==> src/rtl/dq_pkg.sv <==
// Shared types and constants for the double-ended queue.
// Request and status codes and the fixed field widths; no dependencies.
`default_nettype none

package dq_pkg;

  localparam int VALUE_W = 32;
  localparam int COUNT_W = 5;

  typedef enum logic [1:0] {
    REQ_PUSH_FRONT = 2'd0,
    REQ_PUSH_BACK  = 2'd1,
    REQ_POP_FRONT  = 2'd2,
    REQ_POP_BACK   = 2'd3
  } req_t;

  typedef enum logic [1:0] {
    ST_OK    = 2'd0,
    ST_EMPTY = 2'd1,
    ST_FULL  = 2'd2
  } status_t;

endpackage

`default_nettype wire

==> src/rtl/dq_ram.sv <==
// Entry store of the double-ended queue: one write port, one read port with
// registered read data. Depends on dq_pkg for the entry width.
`default_nettype none

module dq_ram #(
  parameter int DEPTH = 16,
  parameter int AW    = 4
) (
  input  wire logic                        clk,
  input  wire logic                        we,
  input  wire logic [AW-1:0]               waddr,
  input  wire logic [dq_pkg::VALUE_W-1:0]  wdata,
  input  wire logic                        re,
  input  wire logic [AW-1:0]               raddr,
  output logic      [dq_pkg::VALUE_W-1:0]  rdata
);

  logic [dq_pkg::VALUE_W-1:0] mem [DEPTH];

  always_ff @(posedge clk) begin
    if (we) begin
      mem[waddr] <= wdata;
    end
  end

  // Hold read data until the next read.
  always_ff @(posedge clk) begin
    if (re) begin
      rdata <= mem[raddr];
    end
  end

endmodule

`default_nettype wire

==> src/rtl/double_ended_queue.sv <==
// Double-ended queue of signed 32-bit values kept in a ring of DEPTH entries.
// Each input transaction is a request (tuser: 0 push front, 1 push back,
// 2 pop front, 3 pop back) with the value to push in tdata. Every request
// gives exactly one output transaction: the popped value (zero on pushes and
// errors), the entry count afterwards and a status in tuser (0 ok, 1 pop from
// an empty queue, 2 push into a full queue). Errors leave the queue unchanged.
// Throughput is one transaction per cycle while results are taken; the result
// appears in the cycle after the request is accepted, as the entry memory
// registers its read data. A single output register parts the two sides: a new
// request is taken whenever that register is empty or is being emptied in the
// same cycle. Depends on dq_pkg and dq_ram.
`default_nettype none

module double_ended_queue #(
  parameter int DEPTH = 16
) (
  input  wire logic        clk,
  input  wire logic        rst,
  // request channel
  input  wire logic        s_tvalid,
  output logic             s_tready,
  input  wire logic [31:0] s_tdata,   // [31:0] push_value
  input  wire logic [1:0]  s_tuser,   // [1:0] req_type
  // result channel
  output logic             m_tvalid,
  input  wire logic        m_tready,
  output logic      [39:0] m_tdata,   // [31:0] pop_value, [36:32] count_after, zero fill
  output logic      [1:0]  m_tuser    // [1:0] status
);

  localparam int AW = (DEPTH > 1) ? $clog2(DEPTH) : 1;
  localparam int CW = $clog2(DEPTH + 1);

  // Queue state: ring position of the front entry and number held.
  logic [AW-1:0] front, front_next;
  logic [CW-1:0] count, count_next;

  // Output register.
  logic                   out_valid;
  dq_pkg::status_t        out_status;
  logic [CW-1:0]          out_count;
  logic                   out_pop;

  logic [dq_pkg::VALUE_W-1:0] rdata;

  logic            accept;
  dq_pkg::req_t    req;
  dq_pkg::status_t status;
  logic            full, empty;
  logic [AW-1:0]   front_dec, front_inc, back_pos, last_pos;
  logic [CW:0]     back_sum, last_sum;
  logic            we, re;
  logic [AW-1:0]   waddr, raddr;
  logic [CW+4:0]   count_ext;

  assign s_tready = !out_valid || m_tready;
  assign accept   = s_tvalid && s_tready;
  assign req      = dq_pkg::req_t'(s_tuser);

  assign full    = (count == CW'(DEPTH));
  assign empty   = (count == '0);

  // Ring neighbors of the front entry.
  assign front_dec = (front == '0) ? AW'(DEPTH - 1) : front - 1'b1;
  assign front_inc = (front == AW'(DEPTH - 1)) ? '0 : front + 1'b1;

  // Slot after the back entry and the back entry itself; the sums stay below
  // twice the depth, so one conditional subtract wraps them.
  always_comb begin
    back_sum = (CW+1)'(front) + (CW+1)'(count);
    if (back_sum >= (CW+1)'(DEPTH)) begin
      back_sum = back_sum - (CW+1)'(DEPTH);
    end
    last_sum = (CW+1)'(front) + (CW+1)'(count) - 1'b1;
    if (last_sum >= (CW+1)'(DEPTH)) begin
      last_sum = last_sum - (CW+1)'(DEPTH);
    end
  end
  assign back_pos = back_sum[AW-1:0];
  assign last_pos = last_sum[AW-1:0];

  // Decode the request: memory access, status and next pointer/count.
  always_comb begin
    we         = 1'b0;
    re         = 1'b0;
    waddr      = back_pos;
    raddr      = front;
    status     = dq_pkg::ST_OK;
    front_next = front;
    count_next = count;
    unique case (req)
      dq_pkg::REQ_PUSH_FRONT: begin
        if (full) begin
          status = dq_pkg::ST_FULL;
        end else begin
          we         = accept;
          waddr      = front_dec;
          front_next = front_dec;
          count_next = count + 1'b1;
        end
      end
      dq_pkg::REQ_PUSH_BACK: begin
        if (full) begin
          status = dq_pkg::ST_FULL;
        end else begin
          we         = accept;
          waddr      = back_pos;
          count_next = count + 1'b1;
        end
      end
      dq_pkg::REQ_POP_FRONT: begin
        if (empty) begin
          status = dq_pkg::ST_EMPTY;
        end else begin
          re         = accept;
          raddr      = front;
          front_next = front_inc;
          count_next = count - 1'b1;
        end
      end
      dq_pkg::REQ_POP_BACK: begin
        if (empty) begin
          status = dq_pkg::ST_EMPTY;
        end else begin
          re         = accept;
          raddr      = last_pos;
          count_next = count - 1'b1;
        end
      end
      default: begin
        status = dq_pkg::ST_OK;
      end
    endcase
  end

  // Pointer and count advance at acceptance; the next request already sees
  // them, and a write lands in memory before any later read of that entry.
  always_ff @(posedge clk) begin
    if (rst) begin
      front <= '0;
      count <= '0;
    end else if (accept) begin
      front <= front_next;
      count <= count_next;
    end
  end

  dq_ram #(
    .DEPTH (DEPTH),
    .AW    (AW)
  ) u_ram (
    .clk   (clk),
    .we    (we),
    .waddr (waddr),
    .wdata (s_tdata),
    .re    (re),
    .raddr (raddr),
    .rdata (rdata)
  );

  // Output register: load on acceptance, drop once taken.
  always_ff @(posedge clk) begin
    if (rst) begin
      out_valid <= 1'b0;
    end else if (accept) begin
      out_valid <= 1'b1;
    end else if (m_tready) begin
      out_valid <= 1'b0;
    end
  end

  always_ff @(posedge clk) begin
    if (accept) begin
      out_status <= status;
      out_count  <= count_next;
      out_pop    <= re;
    end
  end

  // count_after carries the low five bits of the count.
  assign count_ext = {5'b0, out_count};

  assign m_tvalid = out_valid;
  assign m_tdata  = {3'b000, count_ext[dq_pkg::COUNT_W-1:0],
                     out_pop ? rdata : {dq_pkg::VALUE_W{1'b0}}};
  assign m_tuser  = out_status;

endmodule

`default_nettype wire
==> config.mk <==
export PLATFORM = sky130hd
export DESIGN_NAME = double_ended_queue
export DESIGN_NICKNAME = d
export VERILOG_FILES = /design/src/rtl/dq_pkg.sv /design/src/rtl/dq_ram.sv /design/src/rtl/double_ended_queue.sv
export SDC_FILE = /design/constraint.sdc
export NUM_CORES = 1
export LEC_CHECK = 0
export BUFFER_PORTS_ARGS = -buffer_cell sky130_fd_sc_hd__buf_2
export CAP_MARGIN = 15
export CELL_PAD_IN_SITES_DETAIL_PLACEMENT = 0
export CELL_PAD_IN_SITES_GLOBAL_PLACEMENT = 1
export CORE_ASPECT_RATIO = 1.5
export CORE_MARGIN = 3
export CORE_UTILIZATION = 52
export DETAILED_ROUTE_END_ITERATION = 16
export GPL_ROUTABILITY_DRIVEN = 1
export PLACE_DENSITY = 0.9
export SYNTH_ARGS = -nofsm -noshare
export SYNTH_HDL_FRONTEND = slang
export SYNTH_SLANG_ARGS = --single-unit
==> constraint.sdc <==
create_clock -name clk -period 5.2 [get_ports clk]
set_input_delay 0 -clock clk [delete_from_list [all_inputs] [get_ports clk]]
set_output_delay 0 -clock clk [all_outputs]
set_load 0.005 [all_outputs]
==> impl_metrics.tcl <==
set metrics [dict create \
    outcome "complete, no violations" \
    die_w_microns 185 \
    final_common_cell "edfxtp_1" \
    synth_edf_count 552 \
    rsz0062_at_grt "false" \
    synth_warnings 0 \
    tightest_slew_ps 995 \
    dp.final_hpwl_microns 36800 \
    async_reset_ff_share_pct 0 \
    rr_worst_depth 9 \
    cts_tree "done" \
    ys.flop_type "edfxtp_1" \
    first_pass_iters 8 \
    rows 97 \
    fin_total_pwr_mw 10.9 \
    cp.arrival_ps 4260 \
    ys_ff_latch 562 \
    grt_max_degree 129 \
    fin_skew_ps 23.0 \
    whs_ps 184 \
    grt_pass1_vias 17500 \
    drv_cap 0 \
    drt_wl_total_microns 69800 \
    postCtsSetupRepairBufs 0 \
    first_iter_violations 2492 \
    syn_area_per_cell_sq_um 13.1 \
    rr_endpoint "u_ram.mem[2][22]" \
    ios 82 \
    track_usage_pct 27.2 \
    irDropWorstVdd_mv 0.305 \
    cts_hold_buf 38 \
    clock_sinks 562 \
    avgViaCountPerCell 6.70 \
    synth_area_leaders "edfxtp_1, nand3_1, nand2b_1" \
    worst_slew_margin_rel_pct 33.5 \
    min_period_ps 3980 \
    synth_area_sq_mm 0.0250 \
    area_growth_pct 11.9 \
    start_util_pct 53.1 \
    grt_pass1_wl_microns 105000 \
    startpoint "count[1]" \
    dieHeight_microns 275 \
    ant_nets 0 \
    wire_per_inst_microns 26.9 \
    crit_end "u_ram.mem[2][22]" \
    slew_violations 0 \
    max_freq_ghz 0.251 \
    startpoint_type "register" \
    rr_startpoint "count[1]" \
    clk_pin_slew_ps 70 \
    post_cts_resized 0 \
    vias 17400 \
    timing.final.ws_setup_ps 1220 \
    criticalPathCategory "reg -> reg" \
    clockBufferDepth 3 \
    gp_congestion 0.825 \
    tns_ps 0 \
    ff_latch_area_sq_mm 0.0168 \
    die_area_sq_mm 0.0509 \
    leakagePower_nw 9.17 \
    hold_violations 0 \
    drive_gt1_share_pct 13.4 \
    cts_buffers 48 \
    worst_setup_path_end_kind "register" \
    rrSetupSlack_ps 1220 \
    synth_top_area_share_pct 66.2 \
    fill_cells 3457 \
    finalCritPeriodShare_pct 76.6 \
    drc 0 \
    grt_overflow_total 0 \
    multiInputGateArea_sq_mm 0.00765 \
    power.density_mw_per_mm2 388 \
    setup_viol 0 \
    cts_root_buffer "clkbuf_16" \
    ys_types 59 \
    synthesis.instances 1905 \
    nNetsFinal 2007 \
    antenna_found_initial 1 \
    n_antenna_cell 0 \
    io_buffers 78 \
    holdCritPathClass "in -> reg" \
    crit_fanout 24 \
    pre_cts_ws_ps 1260 \
    yosysTopAreaCell "edfxtp_1" \
    ys_seq_area_share_pct 67.0 \
    required_ps 5480 \
    mostFrequentLayoutCells "edfxtp_1, nand3_1, nand2_1" \
    htreeDepth 2 \
    core_area_sq_mm 0.0472 \
    clk_latency_ps 590 \
]
-- flip-flops by register name, summed over array words and instances (netlist names) --
signal	count
front	4
m_tvalid	1
u_ram.rdata	32
count	5
out_count	5
u_ram.mem	512
out_pop	1
m_tuser	2
-- power breakdown --
group,switching (mW),internal [mW],total (mW)
clock network,1.64,2.11,3.75
registers,0.0573,5.13,5.19
logic,1.30,0.627,1.92
-- per-layer routing --
metal / share of wire, % / vias up / GRT usage, % / wire length [microns]
met5: 0 / - / 0 / 0
met4: 5.4 / 0 / 14.3 / 3770
met3: 9.5 / 246 / 3.88 / 6660
met2: 50 / 1165 / 46.1 / 34900
met1: 35 / 8575 / 34.0 / 24400
li1: - / 7370 / - / -
-- worst max-delay path, cell delays in order (launching register included) --
cell and delay (ps):
dfxtp_1 510, inv_1 150, ha_1 240, and4bb_2 250, or2_1 310, nor2_2 270
mux2_2 410, or2_2 410, nor2_4 800, buf_4 320
-- cells in the mapped netlist, types with 2 or more instances --
cell and n:
nor3_1 4, buf_2 40, nor2_2 2, a31oi_1 4
dfxtp_1 10, xnor2_1 6, or2_2 2, clkbuf_2 5
buf_4 7, a32o_1 2, nand2b_1 134, clkbuf_1 90
nand2_1 146, o211ai_1 65, nor2_1 92, a21oi_1 9
a32oi_1 66, edfxtp_1 552, mux2_2 26, mux2_1 43
o21ai_0 113, ha_1 9, and2_1 34, inv_1 10
buf_1 6, a31o_2 2, nand3_1 196, a22oi_1 64
mux2i_1 35, xor2_1 5, buf_6 14, o21ai_1 17
a21o_1 3, a211oi_1 66, xnor3_1 2
-- worst min path at each step --
stage	start	endpoint	slack, ps	cells after the start
6_report	m_tready	count[2]	180	5
5_1_grt	m_tready	count[3]	230	5
4_1_cts	m_tready	count[2]	170	5
3_5_place_dp	s_tvalid	m_tvalid	250	3
3_3_place_gp	s_tvalid	m_tvalid	250	3
2_1_floorplan	s_tdata[0]	u_ram.mem[0][0]	100	0
-- through the flow --
stage / instance area [sq um] / cells / util (%)
after detailed placement: 26000 / 2465 / 55.1
after CTS: 28000 / 2589 / 59.4
after floorplan: 25100 / 1907 / -
final: 28000 / 2589 / 59.4
after global routing: 28000 / 2589 / 59.4
after global placement: 26000 / 2465 / 55.1
-- final cells by class --
cell class                      instances  share of cell area (%)
Clock inverter                         31                    1.28
Sequential cell                       562                    59.9
Multi-Input combinational cell       1173                    27.3
Tap cell                              594                    2.65
Timing Repair Buffer                  164                    4.26
Inverter                               10                   0.134
Clock buffer                           55                    4.53
-- kinds of logic (layout without fill, tap and decap cells) --
kind of cell / Yosys count / count (layout) / synth area share (%)
simple gates: 621 / 621 / 12.3
flops: 562 / 562 / 67.0
compound gates: 422 / 422 / 11.8
buf+inv: 172 / 260 / 3.33
mux: 104 / 104 / 4.50
xor+xnor: 13 / 13 / 0.564
fa+ha+maj: 10 / 10 / 0.529
other cells: 1 / 3 / 0.0150
No activity file was read; power rests on OpenSTA's default activity.
